[config.mk]
export PLATFORM = sky130hd
export DESIGN_NAME = bounded_double_ended_queue
export DESIGN_NICKNAME = d
export VERILOG_FILES = /design/src/design/bdeq_pkg.sv /design/src/design/bdeq_store.sv /design/src/design/bounded_double_ended_queue.sv
export SDC_FILE = /design/constraint.sdc
export NUM_CORES = 2
export LEC_CHECK = 0
export BUFFER_PORTS_ARGS = -buffer_cell sky130_fd_sc_hd__buf_2
export CELL_PAD_IN_SITES_DETAIL_PLACEMENT = 1
export CELL_PAD_IN_SITES_GLOBAL_PLACEMENT = 1
export CORE_MARGIN = 2
export CORE_UTILIZATION = 40
export CTS_BUF_LIST = sky130_fd_sc_hd__clkbuf_8
export DETAILED_ROUTE_END_ITERATION = 10
export HOLD_SLACK_MARGIN = 0.08
export PLACE_DENSITY = 0.65
export SYNTH_ARGS = -nofsm -noshare
export SYNTH_HDL_FRONTEND = slang
export SYNTH_SLANG_ARGS = --single-unit
[constraint.sdc]
create_clock -name clock -period 14.53 [get_ports clock]
set_clock_uncertainty 0.05 [all_clocks]
set_input_delay 0.7265 -clock clock [delete_from_list [all_inputs] [get_ports clock]]
set_output_delay 0.7265 -clock clock [all_outputs]
set_load 0.05 [all_outputs]
[src/design/bdeq_pkg.sv]
// Shared constants, command codes and store request type for the bounded deque.
`timescale 1ns / 1ps

package bdeq_pkg;

   localparam int DEPTH      = 16;
   localparam int WORD_BITS  = 64;
   localparam int INDEX_BITS = $clog2(DEPTH);
   localparam int COUNT_BITS = $clog2(DEPTH + 1);
   localparam int SUM_BITS   = INDEX_BITS + 1;

   localparam int KIND_BITS  = 3;
   localparam int FIELD_BITS = 64;
   localparam int OUT_COUNT_BITS = 5;
   localparam int RSP_BITS   = 2 * FIELD_BITS + OUT_COUNT_BITS + 3;

   localparam logic [KIND_BITS-1:0] KIND_NONE       = 3'd0;
   localparam logic [KIND_BITS-1:0] KIND_PUSH_FRONT = 3'd1;
   localparam logic [KIND_BITS-1:0] KIND_PUSH_BACK  = 3'd2;
   localparam logic [KIND_BITS-1:0] KIND_POP_FRONT  = 3'd3;
   localparam logic [KIND_BITS-1:0] KIND_POP_BACK   = 3'd4;

   typedef struct packed {
      logic                  wr_en;
      logic [INDEX_BITS-1:0] wr_addr;
      logic [WORD_BITS-1:0]  wr_word;
      logic                  rd_en;
      logic [INDEX_BITS-1:0] rd_front_addr;
      logic [INDEX_BITS-1:0] rd_back_addr;
   } store_req_type;

endpackage

[src/design/bdeq_store.sv]
// Slot memory of the deque: one write port, two registered read ports.
`timescale 1ns / 1ps

module bdeq_store (
   input  logic                             clock,
   input  bdeq_pkg::store_req_type          store_req,
   output logic [bdeq_pkg::WORD_BITS-1:0]   front_word_ff,
   output logic [bdeq_pkg::WORD_BITS-1:0]   back_word_ff
);

   logic [bdeq_pkg::WORD_BITS-1:0] slot_mem [bdeq_pkg::DEPTH];

   always_ff @(posedge clock) begin
      if (store_req.wr_en) begin
         slot_mem[store_req.wr_addr] <= store_req.wr_word;
      end
   end

   always_ff @(posedge clock) begin
      if (store_req.rd_en) begin
         front_word_ff <= slot_mem[store_req.rd_front_addr];
         back_word_ff  <= slot_mem[store_req.rd_back_addr];
      end
   end

endmodule

[src/design/bounded_double_ended_queue.sv]
// Top level of the bounded double-ended queue of 64-bit words.
//
// Usage:
//   The req channel carries one command per beat: tuser holds the kind
//   (none, push front, push back, pop front, pop back) and tdata the word to
//   push. The rsp channel returns one beat per command with the front and
//   back words after the command, the word count, empty and full flags, and
//   a refused flag for a push on a full deque or a pop on an empty one.
//   The slot memory is written in the accept cycle, read through its
//   registered ports in the next cycle (ST_READ), and the read words are
//   loaded into the response register in ST_DATA once that register is
//   free. One command is in flight at a time, so a new command is taken
//   only after the last response has been loaded.
//   A response waiting in the output register does not block the next
//   command; if the receiver stalls, the following response holds in the
//   memory read registers until the output register frees.
//   Reset empties the deque (front index and count to zero) and clears all
//   valid state; slot contents are not cleared, and unwritten words never reach a response.
`timescale 1ns / 1ps

module bounded_double_ended_queue (
   input  logic                                   clock,
   input  logic                                   reset,
   input  logic                                   req_tvalid,
   output logic                                   req_tready,
   input  logic [bdeq_pkg::FIELD_BITS-1:0]        req_tdata,  // value
   input  logic [bdeq_pkg::KIND_BITS-1:0]         req_tuser,  // kind
   output logic                                   rsp_tvalid,
   input  logic                                   rsp_tready,
   // front_word, back_word, entry_count, is_empty, is_full, refused
   output logic [bdeq_pkg::RSP_BITS-1:0]          rsp_tdata
);

   typedef enum logic [1:0] {
      ST_IDLE,
      ST_READ,
      ST_DATA
   } state_type;

   state_type                           state_ff;
   state_type                           state_in;
   logic [bdeq_pkg::INDEX_BITS-1:0]     front_index_ff;
   logic [bdeq_pkg::INDEX_BITS-1:0]     front_index_in;
   logic [bdeq_pkg::COUNT_BITS-1:0]     held_count_ff;
   logic [bdeq_pkg::COUNT_BITS-1:0]     held_count_in;
   logic                                refused_ff;
   logic                                refused_in;
   logic                                rsp_tvalid_ff;
   logic                                rsp_tvalid_in;
   logic [bdeq_pkg::RSP_BITS-1:0]       rsp_tdata_ff;
   logic [bdeq_pkg::RSP_BITS-1:0]       rsp_tdata_in;

   logic                                accept;
   logic                                is_push;
   logic                                is_pop;
   logic                                full;
   logic                                empty;
   logic                                push_ok;
   logic                                pop_ok;
   logic                                load_rsp;
   logic [bdeq_pkg::INDEX_BITS-1:0]     front_dec;
   logic [bdeq_pkg::INDEX_BITS-1:0]     front_inc;
   logic [bdeq_pkg::SUM_BITS-1:0]       tail_sum;
   logic [bdeq_pkg::SUM_BITS-1:0]       back_sum;
   logic [bdeq_pkg::INDEX_BITS-1:0]     tail_index;
   logic [bdeq_pkg::INDEX_BITS-1:0]     back_index;
   logic [bdeq_pkg::FIELD_BITS-1:0]     front_word;
   logic [bdeq_pkg::FIELD_BITS-1:0]     back_word;
   logic [bdeq_pkg::WORD_BITS-1:0]      rd_front_word;
   logic [bdeq_pkg::WORD_BITS-1:0]      rd_back_word;
   bdeq_pkg::store_req_type             store_req;

   assign accept  = (state_ff == ST_IDLE) && req_tvalid;
   assign is_push = (req_tuser == bdeq_pkg::KIND_PUSH_FRONT) ||
                    (req_tuser == bdeq_pkg::KIND_PUSH_BACK);
   assign is_pop  = (req_tuser == bdeq_pkg::KIND_POP_FRONT) ||
                    (req_tuser == bdeq_pkg::KIND_POP_BACK);
   assign full    = (held_count_ff == bdeq_pkg::COUNT_BITS'(bdeq_pkg::DEPTH));
   assign empty   = (held_count_ff == '0);
   assign push_ok = is_push && !full;
   assign pop_ok  = is_pop && !empty;

   assign front_dec = (front_index_ff == '0) ?
                      bdeq_pkg::INDEX_BITS'(bdeq_pkg::DEPTH - 1) : front_index_ff - 1'b1;
   assign front_inc = (front_index_ff == bdeq_pkg::INDEX_BITS'(bdeq_pkg::DEPTH - 1)) ?
                      '0 : front_index_ff + 1'b1;

   assign tail_sum   = bdeq_pkg::SUM_BITS'(front_index_ff) + bdeq_pkg::SUM_BITS'(held_count_ff);
   assign back_sum   = tail_sum - 1'b1;
   assign tail_index = (tail_sum >= bdeq_pkg::SUM_BITS'(bdeq_pkg::DEPTH)) ?
                       bdeq_pkg::INDEX_BITS'(tail_sum - bdeq_pkg::SUM_BITS'(bdeq_pkg::DEPTH)) :
                       bdeq_pkg::INDEX_BITS'(tail_sum);
   assign back_index = (back_sum >= bdeq_pkg::SUM_BITS'(bdeq_pkg::DEPTH)) ?
                       bdeq_pkg::INDEX_BITS'(back_sum - bdeq_pkg::SUM_BITS'(bdeq_pkg::DEPTH)) :
                       bdeq_pkg::INDEX_BITS'(back_sum);

   // Write in the accept cycle; read the updated ends in the next cycle.
   always_comb begin
      store_req.wr_en         = accept && push_ok;
      store_req.wr_addr       = (req_tuser == bdeq_pkg::KIND_PUSH_FRONT) ? front_dec : tail_index;
      store_req.wr_word       = req_tdata[bdeq_pkg::WORD_BITS-1:0];
      store_req.rd_en         = (state_ff == ST_READ);
      store_req.rd_front_addr = front_index_ff;
      store_req.rd_back_addr  = back_index;
   end

   bdeq_store u_store (
      .clock         (clock),
      .store_req     (store_req),
      .front_word_ff (rd_front_word),
      .back_word_ff  (rd_back_word)
   );

   assign front_word = empty ? '0 : bdeq_pkg::FIELD_BITS'(rd_front_word);
   assign back_word  = empty ? '0 : bdeq_pkg::FIELD_BITS'(rd_back_word);
   assign load_rsp   = (state_ff == ST_DATA) && (!rsp_tvalid_ff || rsp_tready);

   always_comb begin
      state_in       = state_ff;
      front_index_in = front_index_ff;
      held_count_in  = held_count_ff;
      refused_in     = refused_ff;
      rsp_tvalid_in  = rsp_tvalid_ff && !rsp_tready;
      rsp_tdata_in   = {refused_ff, full, empty,
                        bdeq_pkg::OUT_COUNT_BITS'(held_count_ff), back_word, front_word};
      case (state_ff)
         ST_IDLE: begin
            if (req_tvalid) begin
               state_in   = ST_READ;
               refused_in = (is_push && full) || (is_pop && empty);
               if (push_ok) begin
                  held_count_in = held_count_ff + 1'b1;
                  if (req_tuser == bdeq_pkg::KIND_PUSH_FRONT) begin
                     front_index_in = front_dec;
                  end
               end else if (pop_ok) begin
                  held_count_in = held_count_ff - 1'b1;
                  if (req_tuser == bdeq_pkg::KIND_POP_FRONT) begin
                     front_index_in = front_inc;
                  end
               end
            end
         end
         ST_READ: begin
            state_in = ST_DATA;
         end
         ST_DATA: begin
            if (load_rsp) begin
               state_in      = ST_IDLE;
               rsp_tvalid_in = 1'b1;
            end
         end
         default: begin
            state_in = ST_IDLE;
         end
      endcase
   end

   always_ff @(posedge clock) begin
      if (reset) begin
         state_ff       <= ST_IDLE;
         front_index_ff <= '0;
         held_count_ff  <= '0;
         refused_ff     <= 1'b0;
         rsp_tvalid_ff  <= 1'b0;
      end else begin
         state_ff       <= state_in;
         front_index_ff <= front_index_in;
         held_count_ff  <= held_count_in;
         refused_ff     <= refused_in;
         rsp_tvalid_ff  <= rsp_tvalid_in;
         if (load_rsp) begin
            rsp_tdata_ff <= rsp_tdata_in;
         end
      end
   end

   assign req_tready = (state_ff == ST_IDLE);
   assign rsp_tvalid = rsp_tvalid_ff;
   assign rsp_tdata  = rsp_tdata_ff;

`ifndef SYNTHESIS
   assert property (@(posedge clock) disable iff (reset)
      held_count_ff <= bdeq_pkg::COUNT_BITS'(bdeq_pkg::DEPTH))
      else $error("held count exceeds depth");

   assert property (@(posedge clock) disable iff (reset)
      store_req.wr_en |-> !full)
      else $error("slot write while deque is full");

   assert property (@(posedge clock) disable iff (reset)
      (accept && push_ok) |=> (held_count_ff == $past(held_count_ff) + 1'b1))
      else $error("accepted push did not grow the count");

   assert property (@(posedge clock) disable iff (reset)
      (accept && (is_push || is_pop) && !push_ok && !pop_ok) |=>
         (refused_ff && $stable(held_count_ff) && $stable(front_index_ff)))
      else $error("refused command changed the deque");

   assert property (@(posedge clock) disable iff (reset)
      (rsp_tvalid && rsp_tdata[2*bdeq_pkg::FIELD_BITS+bdeq_pkg::OUT_COUNT_BITS]) |->
         (rsp_tdata[2*bdeq_pkg::FIELD_BITS-1:0] == '0))
      else $error("empty response carries nonzero words");
`endif

endmodule
Word level (Yosys, flattened, before mapping). Memories as Yosys holds them, arrays and structs flattened. A register that Yosys moved wholly into a read port is not among the register bits. Index checks and enable logic that the tools add are counted.

Register bits: 149. Bits in latches: 0. Bits in writable memories: 1024. ROM bits: 0. Input port bits: 71. Logic and storage cells: 74. Memories kept: 1.

$add $sub $neg: 8. $mul: 0. Div/mod/pow operators: 0. Magnitude comparators: 2. Equality and inequality tests: 11. Shift operators: 0. Multiplexer cells: 18. Bitwise gates (word level): 1. Reduce and logical (&&, ||, !) cells: 26.

Memories: u_store.slot_mem (depth 16, bits a word 64, read ports 2, clocked after memory_dff 2, write ports 1, line bdeq_store.sv:11) `logic [bdeq_pkg::WORD_BITS-1:0] slot_mem [bdeq_pkg::DEPTH];`.

Operators by type and width (number): 4-bit 2-to-1 mux (9); 4-bit by 1-bit subtractor with 4-bit output (second input constant) (3); 5-bit >= comparator (second input constant) (2); 5-bit 2-to-1 mux (2); 5-bit by 1-bit subtractor with 5-bit output (second input constant) (2); 1-bit logical AND (8); 3-bit by 2-bit equality test with 1-bit output (second input constant) (2); 2-bit one-hot mux with 3 select lines (1); 2-bit AND reduction (3); 4-bit by 5-bit adder with 5-bit output (1); 5-bit by 1-bit adder with 5-bit output (second input constant) (1); 5-bit equality test (second input constant) (1); 5-bit logical NOT (1); 5-bit AND reduction (1); 4-bit by 1-bit adder with 4-bit output (second input constant) (1); 4-bit equality test (second input constant) (1); 1-bit logical NOT (4); 4-bit logical NOT (1); 1-bit logical OR (4); 1-bit 2-to-1 mux (4); 2-bit 2-to-1 mux (2); 2-bit inequality test (second input constant) (2); 2-bit nonzero test (2); 3-bit by 1-bit equality test with 1-bit output (second input constant) (1); 7 further kinds (7).

Depth between registers and ports, before layout.
Word-level depth: 6. Depth in mapped cells: 11.

By module. From an unflattened synthesis, not the netlist that was laid out.

Cells, all modules: 2652. Area, all modules: 55650.9 um2.

By module, submodules not included: bdeq_store (times used 1, cells each 2247, area an instance 49588.8 um2); bounded_double_ended_queue (times used 1, cells each 405, area an instance 6062.1 um2).

Worst setup path before layout. OpenSTA, ideal clock, no wires.

Path kind: input port to flip-flop. Start: input rsp_tready. End: register rsp_tdata_ff (netlist bit rsp_tdata[0]) (enable). Setup time: 0.828 ns. Arrival time: 10.709 ns. Setup slack: 2.943 ns. Stages: 2. Cell sequence: nand2b_1 -> nor3b_1.

Word-level cells in the longest chain between the ends: 3.

RTL lines: start, declared (line bounded_double_ended_queue.sv:29) `input logic rsp_tready,`; 1-bit logical OR (line bounded_double_ended_queue.sv:116) `assign load_rsp = (state_ff == ST_DATA) && (!rsp_tvalid_ff || rsp_tready);`; 1-bit logical AND (line bounded_double_ended_queue.sv:116); 2-bit AND reduction (no line); end signal, assigned (line bounded_double_ended_queue.sv:173) `rsp_tdata_ff <= rsp_tdata_in;`; end, declared (line bounded_double_ended_queue.sv:50) `logic [bdeq_pkg::RSP_BITS-1:0] rsp_tdata_ff;`.

Every way passes these cells. A chain may end at the register's enable or synchronous reset.

==> metrics <==
status finished, final reports clean; Clock transition at path regs 0.07 ns; Mapped Area 56,440 um^2; layout cell share with drive strength beyond 1 37.42%; ANT nets after route 0; number of setup buffers added after CTS 0; Crit. End Element flip-flop; grt ovf 0; Initial Util 40.40%; VDD IR max 132.1 uV; Synth top cells by count edfxtp_1, mux4_2, mux2i_1; Rows 137; P_leak 0.02001 uW; post-route setup TNS 0 ns; Hold Path Class primary input to flip-flop; reg2reg end u_store.front_word_ff[33]; RSZ-0062 raised after global routing no; reg-to-reg slack, setup 9.03 ns; top post-synthesis cells by area edfxtp_1, mux4_2, mux2i_1; crit path time final 5.498 ns; P&R area growth vs syn 13.76%; DRC Markers 0; Setup violations, final 0; Slew HR 24.75%; Setup crit end u_store.front_word_ff[33]; clock latency on the worst-skew pair 0.92 ns; number of global-route vias before repair 31,310; crit-path cells buf_4 -> buf_4 -> buf_4 -> buf_4 -> mux4_2 -> mux4_2; Reg-to-Reg Start front_index_ff[1]; sequential area share after synthesis 68.99%; Netlist cell types 53; Final Hold Fails 0; CTS tree built; CP max stage delay 0.87 ns; Clock Sinks 1,301; initial antenna violation count 19; Chip Height 379.6 um; WHS 0.2474 ns; TritonCTS Buffers 209; Mapped Cells 2,512; CP max stage cell buf_4; cell mode on critical path buf_4; final WL 150,900 um; Crit Path Class flip-flop to flip-flop; Final Cycle Share 37.84%; First DRT Iteration DRCs 2,823; drt via density 5.870; worst slew pin tran 1.129 ns; PostCTS Resize Cnt 0; dominant cell type by area after synthesis edfxtp_1; Mapped Nets 2,594; drt first pass iters 5; Startpoint Class flip-flop; Warnings, synthesis 0; GP Congestion 0.7580; via count 29,000; Chip Width 379.6 um; Yosys top cell area share 68.53%; Most used DFF post-synth edfxtp_1; all-layer global routing usage 20.84%; first-pass GRT wire length 218,900 um; Tot Pwr 8740 uW; Routed WL per cell 30.55 um; pre-CTS WS 8.998 ns; CP Data Arrival Time 6.09 ns; cts hold-fix bufs 67; largest net degree at the start of global routing 153; I/O pins 209; DP HPWL 80,240 um; clock buffer depth 3; CP max FO 61; Die ar. 144,100 um^2; synthesized area per cell 22.47 um^2; synthesized flop and latch total 1,301; Slew Viols, Final 0; final net count 2,973; final worst slack 9.032 ns; IO Port Bufs 208; Root Driver clkbuf_8; CP startpoint front_index_ff[1]; most numerous cell in the Yosys netlist edfxtp_1; Max Clock Freq 181.9 MHz; max-cap viol count 0; ys async rst share 0%; cells on worst reg2reg path 6; number of synthesized flops with an enable pin 1,288; core area 139,700 um^2; H-tree lvl count 4; Critical Path RT 15.12 ns; power per cell area 136.1 nW/um^2
## how the worst min path moves through the flow
stage,cells after the start,endpoint,start
after floorplan,0,rsp_tdata[132],held_count_ff[4]
after global placement,0,rsp_tdata[135],refused_ff
after detailed placement,0,rsp_tdata[135],refused_ff
after CTS,4,refused_ff,req_tvalid
after global routing,4,refused_ff,req_tuser[2]
final,4,refused_ff,req_tvalid
## sequential cells by signal, summed over array words and instances (netlist names)
register / flops
front_index_ff: 4
held_count_ff: 5
refused_ff: 1
rsp_tdata: 136
rsp_tvalid: 1
state_ff: 2
u_store.back_word_ff: 64
u_store.front_word_ff: 64
u_store.slot_mem: 1024
## cells in the final DEF, fill, tap and decap left out, drive strengths merged, types with 4 or more instances in the layout
cell type       n
nor2b         132
nor3b           4
mux4          575
edfxtp       1288
bufinv          6
xnor2          11
o21ai           8
or4             4
a22oi           4
clkbuf        213
diode           4
dfxtp          13
clkinv         94
buf           271
a21oi          11
clkinvlp       12
inv            65
dlygate4sd3    67
nor2           31
nand2           6
ha              9
mux2i         195
## cells by family (layout without fill, tap and decap cells)
logic type,Yosys count,count (layout),share of synthesized area [%]
AND/OR/NAND/NOR,194,194,2.033
multiplexers,771,771,26.42
adder cells (fa/ha/maj),11,11,0.2705
buffers and inverters,180,728,1.530
flip-flops,1301,1301,68.99
AO/OA/AOI/OAI,41,41,0.4855
XOR/XNOR,14,14,0.2639
other,0,4,0
## cell type report
cell class                 count  area (um^2)
fill                       12710        75500
sequential                  1301        38950
multi-input combinational   1031        16810
clock buffer                 213         2932
tap                         1876         2347
timing repair buffer         338         2222
clock inverter               167        894.6
inverter                      10        37.54
antenna                        4        10.01
## routing by layer
| metal | up-vias | track usage, % | part of all wire, % |
|---|---|---|---|
| met3 | 255 | 4.255 | 6.7 |
| met1 | 15810 | 27.40 | 41 |
| met2 | 1269 | 34.86 | 50 |
| li1 | 11650 | - | - |
| met4 | 18 | 6.603 | 2.5 |
| met5 | - | 0 | 0.085 |
## report_power, final
group / internal [uW] / leakage, uW / switching [uW]
registers: 4270 / 0.0118 / 40.5
clock network: 1470 / 0.00214 / 1460
logic: 669 / 0.00611 / 840
## critical path: cells and delay by family (launching register included)
kind	cells	cell delay [ns]
buffers and inverters	4	3.21
muxes	2	0.90
DFF	1	0.86
## through the flow
stage / cells / cell area, um^2 / utilization [%]
2_1_floorplan: 2512 / 56440 / -
3_3_place_gp: 4489 / 59700 / 42.73
3_5_place_dp: 4489 / 59700 / 42.73
4_1_cts: 4936 / 64190 / 45.95
5_1_grt: 4939 / 64200 / 45.96
6_report: 4940 / 64200 / 45.96
(Power assumes the default switching activity.)
